--- config.mk ---
export PLATFORM = sky130hd
export DESIGN_NAME = q2e_isqrt
export DESIGN_NICKNAME = d
export VERILOG_FILES = /design/src/sv/q2e_pkg.sv /design/src/sv/q2e_isqrt.sv
export SDC_FILE = /design/constraint.sdc
export NUM_CORES = 2
export LEC_CHECK = 0
export BUFFER_PORTS_ARGS = -buffer_cell sky130_fd_sc_hd__buf_2
export CORE_ASPECT_RATIO = 0.6
export CORE_MARGIN = 1
export CORE_UTILIZATION = 60
export CTS_BUF_LIST = sky130_fd_sc_hd__clkbuf_16
export CTS_CLUSTER_DIAMETER = 100
export DETAILED_ROUTE_END_ITERATION = 6
export PLACE_DENSITY = 0.76
export SETUP_SLACK_MARGIN = 0.5
export SLEW_MARGIN = 20
export SYNTH_ARGS = -nofsm -noshare
export SYNTH_HDL_FRONTEND = slang
export SYNTH_SLANG_ARGS = --single-unit
--- constraint.sdc ---
create_clock -name clk -period 4.4 [get_ports clk]
set_input_delay 0.88 -clock clk [delete_from_list [all_inputs] [get_ports clk]]
set_output_delay 0.88 -clock clk [all_outputs]
set_load 0.02 [all_outputs]
--- src/sv/q2e_pkg.sv ---
// Shared types, constants and CORDIC angle table for the quaternion to Euler angles block.
package q2e_pkg;

	localparam int CordicStages = 16;
	localparam int NStages = (CordicStages > 32) ? 32 : CordicStages;
	localparam int OpW = 26;
	localparam int CordW = 28;
	localparam int AngW = 34;
	localparam int SqW = 52;
	localparam int RootW = 26;
	localparam logic signed [AngW-1:0] PiQ30 = 34'sd3373259426;

	typedef struct packed {
		logic signed [15:0] quat_x;
		logic signed [15:0] quat_y;
		logic signed [15:0] quat_z;
		logic signed [15:0] quat_w;
	} req_t;

	typedef struct packed {
		logic signed [15:0] pitch_angle;
		logic signed [15:0] yaw_angle;
		logic signed [15:0] roll_angle;
		logic gimbal_lock;
	} rsp_t;

	function automatic logic signed [AngW-1:0] atan_q30(input logic [4:0] i);
		logic signed [AngW-1:0] r;
		begin
			case (i)
				5'd0: r = 34'sd843314857;
				5'd1: r = 34'sd497837829;
				5'd2: r = 34'sd263043837;
				5'd3: r = 34'sd133525159;
				5'd4: r = 34'sd67021687;
				5'd5: r = 34'sd33543516;
				5'd6: r = 34'sd16775851;
				5'd7: r = 34'sd8388437;
				5'd8: r = 34'sd4194283;
				5'd9: r = 34'sd2097149;
				5'd31: r = '0;
				default: r = AngW'(64'sd1 << (30 - i));
			endcase
			atan_q30 = r;
		end
	endfunction

endpackage

--- src/sv/q2e_isqrt.sv ---
// Pipelined restoring integer square root, one result bit per stage.
module q2e_isqrt (
	input  logic                           clk,
	input  logic [q2e_pkg::SqW-1:0]        n_in,
	output logic [q2e_pkg::RootW-1:0]      root
);
	localparam int SW = q2e_pkg::SqW;
	localparam int RW = q2e_pkg::RootW;

	logic [SW-1:0] rem_s [0:RW];
	logic [RW-1:0] res_s [0:RW];

	always_ff @(posedge clk) begin
		rem_s[0] <= n_in;
		res_s[0] <= '0;
	end

	for (genvar k = 0; k < RW; k++) begin : g_bit
		localparam int B = RW - 1 - k;
		logic [SW+1:0] trial;
		assign trial = ({2'b0, SW'(res_s[k])} << (B + 1)) | ((SW+2)'(1) << (2 * B));
		always_ff @(posedge clk) begin
			if ({2'b0, rem_s[k]} >= trial) begin
				rem_s[k+1] <= rem_s[k] - trial[SW-1:0];
				res_s[k+1] <= res_s[k] | (RW'(1) << B);
			end else begin
				rem_s[k+1] <= rem_s[k];
				res_s[k+1] <= res_s[k];
			end
		end
	end

	assign root = res_s[RW];
endmodule

# After elaboration in Yosys (flattened, before gate mapping)
# Memories as Yosys holds them, arrays and structs flattened.
# Index checks and enable logic that the tools add are counted.
[op_classes] muxes=130 n_bitwise=52 addsub=26 n_lt_le_gt_ge=26
[op_table] operator="two-way mux 52 bit" count=26
[op_table] operator="two-way mux 26 bit" count=26
[op_table] operator="two-way mux 1 bit" count=78
[op_table] operator="greater-or-equal comparator 52 x 27 -> 1 bit" count=1
[op_table] operator="greater-or-equal comparator 52 x 28 -> 1 bit" count=1
[op_table] operator="greater-or-equal comparator 52 x 29 -> 1 bit" count=1
[op_table] operator="greater-or-equal comparator 52 x 30 -> 1 bit" count=1
[op_table] operator="greater-or-equal comparator 52 x 31 -> 1 bit" count=1
[op_table] operator="greater-or-equal comparator 52 x 32 -> 1 bit" count=1
[op_table] operator="greater-or-equal comparator 52 x 33 -> 1 bit" count=1
[op_table] operator="greater-or-equal comparator 52 x 34 -> 1 bit" count=1
[op_table] operator="greater-or-equal comparator 52 x 35 -> 1 bit" count=1
[op_table] operator="greater-or-equal comparator 52 x 36 -> 1 bit" count=1
[op_table] operator="greater-or-equal comparator 52 x 37 -> 1 bit" count=1
[op_table] operator="greater-or-equal comparator 52 x 38 -> 1 bit" count=1
[op_table] operator="greater-or-equal comparator 52 x 39 -> 1 bit" count=1
[op_table] operator="greater-or-equal comparator 52 x 40 -> 1 bit" count=1
[op_table] operator="greater-or-equal comparator 52 x 41 -> 1 bit" count=1
[op_table] operator="greater-or-equal comparator 52 x 42 -> 1 bit" count=1
[op_table] operator="greater-or-equal comparator 52 x 43 -> 1 bit" count=1
[op_table] operator="greater-or-equal comparator 52 x 44 -> 1 bit" count=1
[op_table] operator="greater-or-equal comparator 52 x 45 -> 1 bit" count=1
[op_table] operator="greater-or-equal comparator 52 x 46 -> 1 bit" count=1
[op_table] operator="greater-or-equal comparator 52 x 47 -> 1 bit" count=1
[op_table] operator="other kinds (32)" count=83
[word_totals] ff_bits=0 elab_cells=236 inputBits=53 output_inout_bits=26 mem_count=2 mem_bits_rw=2106
[memory_table] memory="rem_s" words=27 word_bits=52 rd=26 rd_ports_with_merged_regs=0 wr=27 line_no="q2e_isqrt.sv:10" text="logic [SW-1:0] rem_s [0:RW];"
[memory_table] memory="res_s" words=27 word_bits=26 rd=27 rd_ports_with_merged_regs=0 wr=27 line_no="q2e_isqrt.sv:11" text="logic [RW-1:0] res_s [0:RW];"

# Depth between registers and ports, before layout
# An unclocked memory read counts as a cell.
[logic_depth] ltp_word=5 depth_mapped=14 mapped_depth_nobuf=12

# Worst setup path after synthesis
# OpenSTA, ideal clock, no wires.
[synth_path] path_type="register -> register" startpoint="mem res_s[22][25] (netlist bit)" endpoint="mem rem_s[1][374] (netlist bit)" arrival_time_ns=3.020 setup_time_ns=0.123 setup_slack_ns=1.257 path_stages_with_launch=12 synth_period_minus_slack_ns=3.143 required_ns=4.277 n_path_buf=2 cell_sequence="dfxtp_1 inv_1 ha_1 and2_1 or4_1 or3_1 or3_1 nor3_1 a21o_1 buf_4 buf_6 mux2_1"
[synth_lines] item="start: declaration" line_no="q2e_isqrt.sv:11"
[synth_lines] item="end: declaration" line_no="q2e_isqrt.sv:10"

==> impl_metrics.py <==
metrics = {
    "timing": {
        "finalSetupViolCount": 0,
        "slew_viol_final": 0,
        "slew-limit-headroom_pct": 32.0,
        "fmax_mhz": 267,
        "period_minus_slack_ns": 3.74,
        "finalHoldViolCount": 0,
        "tightestPinTransition_ns": 1.01,
        "rsz0062_at_grt": "false",
        "fin_crit_sh_pct": 85.0,
        "finClkSkew_ns": 0.0449,
        "worst_slack_ns": 0.659,
        "fin_setup_tns_ns": 0,
    },
    "pwr": {
        "power_density_nw_per_um2": 680,
        "p_total_mw": 47.3,
        "max-vdd-ir-drop_uv": 417,
        "leakagePower_nw": 32.3,
    },
    "setup_path": {
        "crit_path_end_kind": "register",
        "r2r_setup_slack_ns": 0.66,
        "reg2reg_to": "rem_s[1][178]",
        "critPathKind": "register to register",
        "cp-start-kind": "register",
        "reg2reg_depth": 11,
        "crit_fanout": 38,
        "arrival_ns": 4.39,
        "rr_startpoint": "res_s[18][24]",
        "cp.required_ns": 5.05,
    },
    "clocking": {
        "htree_levels": 4,
        "postCtsSetupBuffers": 0,
        "cts.sinks": 1703,
        "path_clk_slew_ns": 0.07,
        "cts_tree": "done",
        "cts_made_buffers": 145,
        "clockRootBuffer": "clkbuf_16",
        "clockBufferDepth": 3,
        "clk_latency_ns": 0.80,
    },
    "synth": {
        "synth-seq-cells": 1703,
        "synthXorXnorAreaFrac_pct": 7.82,
        "synthesis.nets": 6571,
        "synthTopCellsByArea": "dfxtp_1 54%, ha_1 7.5%, xor2_1 4.2%",
        "synth_mux_area_share_pct": 1.05,
        "synthCells": 6145,
        "synth_flop_cell": "dfxtp_1",
        "synth_top_area_share_pct": 54.4,
        "synth_common_cells": "1703 x dfxtp_1, 467 x inv_1, 376 x nor2_1",
        "synth_fa_ha_area_share_pct": 7.45,
        "synth_top_area_cell": "dfxtp_1",
        "synthDistinctLibCells": 89,
        "synth-edff-count": 0,
        "synth.most_common_cell": "dfxtp_1",
        "syn_area_um2": 62600,
        "synth_compound_area_share_pct": 11.3,
        "yosysWarnings": 0,
        "yosysSeqAreaShare_pct": 54.4,
        "synthSimpleGateAreaFrac_pct": 14.4,
        "synth_async_sr_flop_share_pct": 0,
        "syn_area_per_cell_um2": 10.2,
        "synth_top_family_by_area": "simple AND/OR/NAND/NOR gates",
    },
    "global_routing": {
        "grt_pass1_wl_mm": 238,
        "grt_use_total_pct": 28.8,
        "use_met1_pct": 47.8,
        "grt_max_degree": 49,
        "globalRouteMet2Util_pct": 36.4,
        "top_usage_layer": "met1",
        "use_met3_pct": 6.66,
        "grt-ovfl-total": 0,
        "antenna_found_initial": 4,
        "grt_pass1_vias": 41500,
    },
    "placed_design": {
        "dp.cells": 7548,
        "port_buffers": 78,
        "gp_congestion": 0.967,
        "hpwl_mm": 115,
        "pre_cts_ws_ns": 0.362,
    },
    "die": {
        "pin_count": 79,
        "core_area_um2": 103000,
        "die_w_um": 419,
        "dieHeight_um": 252,
        "num_rows": 91,
        "initial_core_util_pct": 60.8,
        "die-area_um2": 106000,
    },
    "route": {
        "drtIter0Drc": 4985,
        "drt_wl_total_mm": 153,
        "drc": 0,
        "routed_via_density": 5.67,
        "wire_per_inst_um": 19.6,
        "ant_nets": 0,
        "vias": 44400,
        "first_pass_iters": 6,
    },
    "final_layout": {
        "area_delta_synth_final_pct": 11.2,
        "drive_gt1_share_pct": 6.91,
        "final_cell_count_no_fill": 7822,
        "fill_cells": 7645,
        "post-route-util_pct": 67.6,
        "final_nets": 6726,
    },
    "min_path": {
        "hold_path_depth": 1,
        "min_path_type": "input pin to register",
        "hold_end": "rem_s[0][11]",
        "hold_path.startpoint": "n_in[11]",
    },
    "run": {
        "cap_violations": 0,
    },
    "status": {
        "status": "finished clean",
    },
}
==> worst max-delay path by stage <==
| stage | from | end | slack [ns] | depth (start not counted) |
|---|---|---|---|---|
| final | res_s[18][24] | rem_s[1][178] | 0.66 | 11 |
| after CTS | res_s[14][25] | rem_s[0][830] | 0.62 | 11 |
| after floorplan | res_s[22][25] | rem_s[1][374] | 1.26 | 11 |
| after global placement | res_s[18][24] | rem_s[1][201] | -0.27 | 12 |
| after global routing | rem_s[1][248] | rem_s[1][310] | 0.51 | 11 |
| after detailed placement | res_s[14][25] | rem_s[0][830] | 0.36 | 11 |
==> kinds of logic (layout without fill, tap and decap cells) <==
group	count (synthesis)	count (layout)
other cells	0	2
compound gates	1146	1146
mux	58	58
xor+xnor	559	559
buf+inv	572	852
flops	1703	1703
simple gates	1734	1734
fa+ha+maj	373	373
==> critical path, stage by stage (launching register included) <==
cell and delay [ns]:
dfxtp_1 0.33, inv_1 0.05, ha_1 0.42, nand4_1 0.23, nor4_4 0.52, nand3_1 0.16, nor4_2 0.62, nor4_1 0.15
and3_1 0.25, nand2_1 0.08, buf_4 0.40, mux2_2 0.38
==> flip-flops by register name, summed over array words and instances, names as in the netlist <==
register and count:
res_s 351, rem_s 1352
==> cell type report <==
class / count / area, µm² / area share [%]
multi-input combinational: 3870 / 26400 / 37.9
clock buffer: 146 / 3650 / 5.25
antenna: 2 / 5.00 / 0.00719
clock inverter: 126 / 1310 / 1.89
sequential: 1703 / 34100 / 49.0
timing repair buffer: 111 / 663 / 0.952
tap: 1395 / 1750 / 2.51
inverter: 469 / 1760 / 2.53
==> where the power goes <==
group	switching (mW)	total, mW	internal [mW]
combinational	6.84	12.1	5.23
sequential	3.14	22.0	18.9
clock	6.03	13.2	7.20
==> stage by stage <==
| stage | instance area [µm²] | hold WS (ns) |
|---|---|---|
| 5_1_grt | 69600 | 0.149 |
| 2_1_floorplan | 62600 | 0.310 |
| 6_report | 69600 | 0.176 |
| 3_3_place_gp | 64600 | 0.311 |
| 3_5_place_dp | 64600 | 0.312 |
| 4_1_cts | 69600 | 0.129 |
==> layout by cell type, fill, tap and decap left out, types with 16 or more instances in the layout <==
master and instances:
clkinv_2 26, bufinv_16 17, nor4_1 206, nand4_1 83, a21o_1 153, inv_1 499
o21bai_1 25, ha_1 373, dfxtp_1 1703, xor2_1 302, o31ai_1 30, nor4b_1 29
nand3_1 87, mux2_2 41, nor2b_1 55, and3_1 31, or3_1 64, or4_1 47
o21ai_0 289, or2_2 19, a21boi_0 19, o21a_1 78, nor3_1 183, nor2_1 375
buf_4 31, clkinv_1 19, clkbuf_16 146, and2_1 19, nand2b_1 73, nand2_1 372
a21oi_1 360, a31oi_1 30, o211ai_1 16, xnor2_1 257, buf_2 78
==> repair_timing <==
action,CTS,global route
endpoints found under the setup margin,9,7
cloned,0,0
hold buffers,0,0
resized for setup,3,3
==> layer usage <==
metal	vias to the layer above	routed length [µm]
met3	175	14400
met2	1714	55600
met5	-	13
met1	20900	81500
met4	2	1930
li1	21600	-
No activity file was read; power rests on OpenSTA's default activity.
