===== config.mk =====
export PLATFORM = sky130hd
export DESIGN_NAME = q2e_cordic
export DESIGN_NICKNAME = d
export VERILOG_FILES = /design/src/sv/q2e_pkg.sv /design/src/sv/q2e_cordic.sv
export SDC_FILE = /design/constraint.sdc
export NUM_CORES = 2
export LEC_CHECK = 0
export BUFFER_PORTS_ARGS = -buffer_cell sky130_fd_sc_hd__buf_2
export CORE_MARGIN = 5
export CORE_UTILIZATION = 30
export DETAILED_ROUTE_END_ITERATION = 6
export PLACE_DENSITY_LB_ADDON = 0.08
export SKIP_LAST_GASP = 1
export SLEW_MARGIN = 20
export SYNTH_ARGS = -nofsm -noshare
export SYNTH_HDL_FRONTEND = slang
export SYNTH_SLANG_ARGS = --single-unit

===== constraint.sdc =====
create_clock -name clk -period 7.1 [get_ports clk]
set_input_delay 1.775 -clock clk [delete_from_list [all_inputs] [get_ports clk]]
set_output_delay 1.775 -clock clk [all_outputs]
set_load 0.03 [all_outputs]

===== src/sv/q2e_pkg.sv =====
// Shared types, constants and CORDIC angle table for the quaternion to Euler angles block.
package q2e_pkg;

	localparam int CordicStages = 16;
	localparam int NStages = (CordicStages > 32) ? 32 : CordicStages;
	localparam int OpW = 26;
	localparam int CordW = 28;
	localparam int AngW = 34;
	localparam int SqW = 52;
	localparam int RootW = 26;
	localparam logic signed [AngW-1:0] PiQ30 = 34'sd3373259426;

	typedef struct packed {
		logic signed [15:0] quat_x;
		logic signed [15:0] quat_y;
		logic signed [15:0] quat_z;
		logic signed [15:0] quat_w;
	} req_t;

	typedef struct packed {
		logic signed [15:0] pitch_angle;
		logic signed [15:0] yaw_angle;
		logic signed [15:0] roll_angle;
		logic gimbal_lock;
	} rsp_t;

	function automatic logic signed [AngW-1:0] atan_q30(input logic [4:0] i);
		logic signed [AngW-1:0] r;
		begin
			case (i)
				5'd0: r = 34'sd843314857;
				5'd1: r = 34'sd497837829;
				5'd2: r = 34'sd263043837;
				5'd3: r = 34'sd133525159;
				5'd4: r = 34'sd67021687;
				5'd5: r = 34'sd33543516;
				5'd6: r = 34'sd16775851;
				5'd7: r = 34'sd8388437;
				5'd8: r = 34'sd4194283;
				5'd9: r = 34'sd2097149;
				5'd31: r = '0;
				default: r = AngW'(64'sd1 << (30 - i));
			endcase
			atan_q30 = r;
		end
	endfunction

endpackage


===== src/sv/q2e_cordic.sv =====
// Pipelined CORDIC vectoring atan2 with Q3.13 rounding and saturation.
module q2e_cordic (
	input  logic                                 clk,
	input  logic signed [q2e_pkg::OpW-1:0]       y_in,
	input  logic signed [q2e_pkg::OpW-1:0]       x_in,
	output logic signed [15:0]                   angle
);
	localparam int N = q2e_pkg::NStages;
	localparam int CW = q2e_pkg::CordW;
	localparam int AW = q2e_pkg::AngW;

	logic signed [CW-1:0] x_s [0:N];
	logic signed [CW-1:0] y_s [0:N];
	logic signed [AW-1:0] a_s [0:N];
	logic                 z_s [0:N];
	logic signed [AW-1:0] rnd;
	logic signed [AW-18:0] sh;

	always_ff @(posedge clk) begin
		z_s[0] <= (x_in == '0) && (y_in == '0);
		if (x_in < 0) begin
			x_s[0] <= -CW'(x_in);
			y_s[0] <= -CW'(y_in);
			a_s[0] <= (y_in >= 0) ? q2e_pkg::PiQ30 : -q2e_pkg::PiQ30;
		end else begin
			x_s[0] <= CW'(x_in);
			y_s[0] <= CW'(y_in);
			a_s[0] <= '0;
		end
	end

	for (genvar i = 0; i < N; i++) begin : g_st
		always_ff @(posedge clk) begin
			z_s[i+1] <= z_s[i];
			if (y_s[i] >= 0) begin
				x_s[i+1] <= x_s[i] + (y_s[i] >>> i);
				y_s[i+1] <= y_s[i] - (x_s[i] >>> i);
				a_s[i+1] <= a_s[i] + q2e_pkg::atan_q30(5'(i));
			end else begin
				x_s[i+1] <= x_s[i] - (y_s[i] >>> i);
				y_s[i+1] <= y_s[i] + (x_s[i] >>> i);
				a_s[i+1] <= a_s[i] - q2e_pkg::atan_q30(5'(i));
			end
		end
	end

	assign rnd = a_s[N] + AW'(65536);
	assign sh = rnd[AW-1:17];

	always_ff @(posedge clk) begin
		if (z_s[N])
			angle <= '0;
		else if (sh > 32767)
			angle <= 16'sd32767;
		else if (sh < -32768)
			angle <= -16'sd32768;
		else
			angle <= sh[15:0];
	end
endmodule


### Word level (Yosys, flattened, before mapping)

Memory sizes are Yosys's and may differ from the RTL's.
Cells that the tools add are included.

| storage, ports and cells | value |
|---|---|
| output and inout port bits | 16 |
| flip-flop bits (word level) | 16 |
| RAM bits | 1547 |
| memories | 4 |
| logic and storage cells | 284 |
| input port bits | 53 |

| operators by class | value |
|---|---|
| bitwise operators | 51 |
| mux-type cells | 105 |
| reduce and logical (&&, ||, !) cells | 4 |
| $add $sub $neg | 98 |
| order comparisons | 20 |

Memories:

| memory | words | bits a word | rd ports | clocked after memory_dff | wr ports | line | RTL |
|---|---|---|---|---|---|---|---|
| a_s | 17 | 34 | 17 | 0 | 17 | q2e_cordic.sv:14 | `logic signed [AW-1:0] a_s [0:N];` |
| x_s | 17 | 28 | 16 | 0 | 17 | q2e_cordic.sv:12 | `logic signed [CW-1:0] x_s [0:N];` |
| y_s | 17 | 28 | 16 | 0 | 17 | q2e_cordic.sv:13 | `logic signed [CW-1:0] y_s [0:N];` |
| z_s | 17 | 1 | 17 | 0 | 17 | q2e_cordic.sv:15 | `logic z_s [0:N];` |

Operator list:

| operator | number |
|---|---|
| 28-bit 2-to-1 mux | 34 |
| 34-bit 2-to-1 mux | 18 |
| 28-bit by 1-bit greater-or-equal comparator with 1-bit output (second input constant) | 16 |
| 34-bit by 18-bit adder with 34-bit output (second input constant) | 2 |
| 34-bit by 22-bit adder with 34-bit output (second input constant) | 2 |
| 34-bit by 22-bit subtractor with 34-bit output (second input constant) | 2 |
| 28-bit by 13-bit adder with 28-bit output | 2 |
| 28-bit by 14-bit adder with 28-bit output | 2 |
| 28-bit by 15-bit adder with 28-bit output | 2 |
| 28-bit by 16-bit adder with 28-bit output | 2 |
| 28-bit by 17-bit adder with 28-bit output | 2 |
| 28-bit by 18-bit adder with 28-bit output | 2 |
| 28-bit by 19-bit adder with 28-bit output | 2 |
| 28-bit by 20-bit adder with 28-bit output | 2 |
| 28-bit by 21-bit adder with 28-bit output | 2 |
| 28-bit by 22-bit adder with 28-bit output | 2 |
| 28-bit by 23-bit adder with 28-bit output | 2 |
| 28-bit by 24-bit adder with 28-bit output | 2 |
| 28-bit by 25-bit adder with 28-bit output | 2 |
| 28-bit by 26-bit adder with 28-bit output | 2 |
| 28-bit by 27-bit adder with 28-bit output | 2 |
| 26-bit negator with 28-bit output | 2 |
| 28-bit by 13-bit subtractor with 28-bit output | 2 |
| 28-bit by 14-bit subtractor with 28-bit output | 2 |
| 53 further kinds | 168 |

### Depth between registers and ports, before layout

| logic depth | value |
|---|---|
| depth after elaboration | 4 |
| gate-level depth with buffers | 20 |
| depth with buffers taken out | 20 |

### Least setup slack after synthesis

No wires, ideal clock.

| path | value |
|---|---|
| path kind | flip-flop to flip-flop |
| start | memory y_s[1][27] (netlist name) |
| end | memory x_s[2][27] (netlist name) |
| path buffers | 6 |
| path slack | 2412 ps |
| data arrival time | 4616 ps |
| data required time | 7028 ps |
| period minus slack after synthesis | 4688 ps |
| library setup time | 72 ps |
| cell stages (with the launch flop) | 20 |
| cells stage by stage | dfxtp_1 buf_2 buf_1 clkbuf_1 buf_1 clkbuf_1 buf_1 nand2_1 o21ai_0 ha_1 a211o_1 a2111o_1 a221oi_2 o21ai_1 o31a_1 a311oi_1 or2_2 o2111ai_1 a21oi_1 xnor2_1 |

RTL lines:

| item | line |
|---|---|
| start: declaration | q2e_cordic.sv:13 |
| end: declaration | q2e_cordic.sv:12 |

==> flow_summary_export.csv <==
group,metric,value,unit
clock_tree,cts_root_buf,"clkbuf_16",
logic_synthesis,async_reset_ff_frac,0,
cells_and_area,nets,12221,
setup_path,setup.worst_path.end_class,"flip-flop",
timing,rsz0062_at_grt,"false",
floorplanning,die_y,565.5,um
setup_path,cp_slowest_stage_delay,480,ps
cells_and_area,fin_util,0.3367,
timing,fmax,202.9,MHz
clock_tree,clk_latency,850,ps
floorplanning,pin_count,69,
placement,dp_hpwl,215300,um
timing,setup_tns,0,ps
clock_tree,h-tree-depth,4,
routing,drtIter0Drc,3966,
logic_synthesis,ys.flop_type,"dfxtp_1",
setup_path,critical_path.slowest_cell,"o41ai_1",
clock_tree,cts_buffer_depth,4,
placement,io_buffers,68,
timing,whs,324.4,ps
timing,relSlewSlack,0.2066,
logic_synthesis,synth_top_cell_by_area,"dfxtp_1",
timing,worst_pin_slew,1179,ps
routing,postRouteAntennaNets,0,
global_routing,grt_pass1_wl,420500,um
timing,finalSetupViolCount,0,
logic_synthesis,synth_edf_count,0,
cells_and_area,area_delta_synth_final,12.03,%
cells_and_area,fill_cells,32154,
placement,dpl_cell_area,0.09770,mm^2
global_routing,grt_pass1_vias,74932,
clock_tree,numCtsBuffers,175,
floorplanning,fp.dieW,565.5,um
floorplanning,rows,204,
routing,wl,265200,um
logic_synthesis,synth_top_area_frac,0.2792,
timing,period_needed,4929,ps
routing,routed_via_density,5.016,
routing,wire_per_inst,17.35,um
floorplanning,fp.dieArea,0.3198,mm^2
floorplanning,initial_utilization,0.3005,
setup_path,crit_path_cell_trace,"or2_2, or4_1, or3_1, or3_1, o31ai_1, xor2_1, ha_1, a21o_1, a21o_1, a21oi_1, nand2_1, nor2_1, a21oi_1, o41ai_1, o21ai_0, o41ai_1, xnor2_1",
logic_synthesis,avgSynthCellArea,8.485,um^2
cells_and_area,final_area,0.1037,mm^2
cells_and_area,drive_gt1_frac,0.04858,
global_routing,antenna_found_initial,3,
logic_synthesis,synth_area,0.09258,mm^2
timing,finClkSkew,43.15,ps
clock_tree,cts-resized-gates,0,
logic_synthesis,ys_ff_latch,1291,
logic_synthesis,synth.distinct_cells,97,
setup_path,worstPathMaxFanout,5,
outcome,status,"finished, final reports clean",
global_routing,grt_overflow_total,0,
clock_tree,cts_post_setup_buffers_inserted,0,
clock_tree,hold_buffers,0,
logic_synthesis,syn_inst,10912,
clock_tree,cts_tree,"done",
timing,min_period_over_period,0.6942,
setup_path,cp.required,7800,ps
timing,hold_viol_final,0,
placement,place_congestion,0.8413,
hold_path,min_path_type,"flip-flop to flip-flop",
global_routing,track_usage,0.1605,
timing,slew_viol_final,0,
routing,vias,76639,
flow_run,drv_cap,0,
routing,drc,0,
clock_tree,path_clk_slew,60,ps
setup_path,cp.arrival,5630,ps
logic_synthesis,synth_seq_area_share,0.2792,
routing,drtPass1Iterations,6,
global_routing,grt_max_degree,90,
clock_tree,clock-sinks,1291,
logic_synthesis,yosysWarnings,0,
logic_synthesis,synth_area_leaders,"dfxtp_1, ha_1, xnor2_1",
setup_path,critical_path_class,"flip-flop to flip-flop",
setup_path,cp-start-kind,"flip-flop",
floorplanning,core,0.3081,mm^2
-- cell type report --
type / count / area [um^2] / area share
multi-input combinational: 8968 / 64270 / 0.6197
tap: 4120 / 5155 / 0.04970
antenna: 3 / 7.507 / 0.00007238
sequential: 1291 / 25870 / 0.2494
inverter: 484 / 1817 / 0.01751
clock inverter: 79 / 1049 / 0.01011
clock buffer: 234 / 4974 / 0.04795
timing repair buffer: 100 / 580.6 / 0.005597
-- kinds of logic after synthesis --
| logic type | after synthesis | synth area share |
|---|---|---|
| simple gates | 2954 | 0.1547 |
| mux | 53 | 0.005730 |
| other cells | 1 | 0.00004050 |
| compound gates | 3117 | 0.2194 |
| xor+xnor | 1604 | 0.1517 |
| fa+ha+maj | 1160 | 0.1594 |
| buf+inv | 732 | 0.02991 |
| flops | 1291 | 0.2792 |
-- critical path: cells and delay by family (launching register included) --
family | cells | cell delay [ps]
adder cells (fa/ha/maj) | 1 | 310
AND/OR/NAND/NOR | 6 | 1790
flip-flops | 1 | 340
AO/OA/AOI/OAI | 8 | 2070
XOR/XNOR | 2 | 290
-- metal layers --
metal	GRT usage	wire length [um]	part of all wire	vias up
met5	0	0	0	-
li1	-	-	-	39493
met1	0.2126	125500	0.47	35726
met4	0.03969	6287	0.024	0
met3	0.01696	7787	0.029	324
met2	0.2785	125600	0.47	1096
-- sequential cells by signal, indices dropped and copies added (netlist names) --
name / flops
y_s: 420
z_s: 17
angle: 16
x_s: 406
a_s: 432
-- path summary, 6_finish.rpt --
path,cells past startpoint,from,slack [ps],end
max,17,x_s[2][2],2170,y_s[3][27]
min reg2reg,0,z_s[6],320,z_s[7]
max reg2reg,17,x_s[2][2],2170,y_s[3][27]
min,0,z_s[6],320,z_s[7]
-- per-stage QoR --
stage | setup slack (ps) | instances
6_report | 2171 | 15279
3_3_place_gp | 2088 | 14963
4_1_cts | 2058 | 15276
2_1_floorplan | 2412 | 10991
3_5_place_dp | 2122 | 14963
5_1_grt | 1789 | 15278
-- synthesized netlist by cell type (all sizes together), types with 20 or more instances --
cell type  count
a311oi        26
a211oi        73
nor2         859
inv          477
o31ai        187
buf           58
ha          1112
o21a         131
o311ai        21
nor4          76
o21ai        638
mux2i         53
a21oi        873
dfxtp       1291
xor2         535
nor3         261
or3          147
nand2b       157
a31o          41
fa            36
a2111oi       30
and3         100
o31a          20
nand4         73
xnor2       1069
or4           76
o21bai       163
a21o         365
nor2b        127
nand3        230
a21boi        32
a31oi        100
o2111ai       29
clkbuf       190
a211o         31
or2           59
nand2        667
o211ai        56
o22ai         20
o41ai        111
and2          57
-- cells in the final DEF, fill, tap and decap left out, drive strengths merged, types with 26 or more instances in the layout --
| cell type | instances |
|---|---|
| a2111oi | 30 |
| a211o | 31 |
| a211oi | 73 |
| a21boi | 32 |
| a21o | 365 |
| a21oi | 873 |
| a311oi | 26 |
| a31o | 41 |
| a31oi | 100 |
| and2 | 57 |
| and3 | 100 |
| buf | 100 |
| clkbuf | 234 |
| clkinv | 45 |
| conb | 80 |
| dfxtp | 1291 |
| fa | 36 |
| ha | 1112 |
| inv | 482 |
| mux2i | 53 |
| nand2 | 667 |
| nand2b | 157 |
| nand3 | 230 |
| nand4 | 73 |
| nor2 | 859 |
| nor2b | 127 |
| nor3 | 261 |
| nor4 | 76 |
| o2111ai | 29 |
| o211ai | 56 |
| o21a | 131 |
| o21ai | 638 |
| o21bai | 163 |
| o31ai | 187 |
| o41ai | 111 |
| or2 | 59 |
| or3 | 147 |
| or4 | 76 |
| xnor2 | 1069 |
| xor2 | 535 |
Power is left out: the tool's default activity adds up to more than one toggle a clock period on the data nets, which glitch-free logic cannot reach.
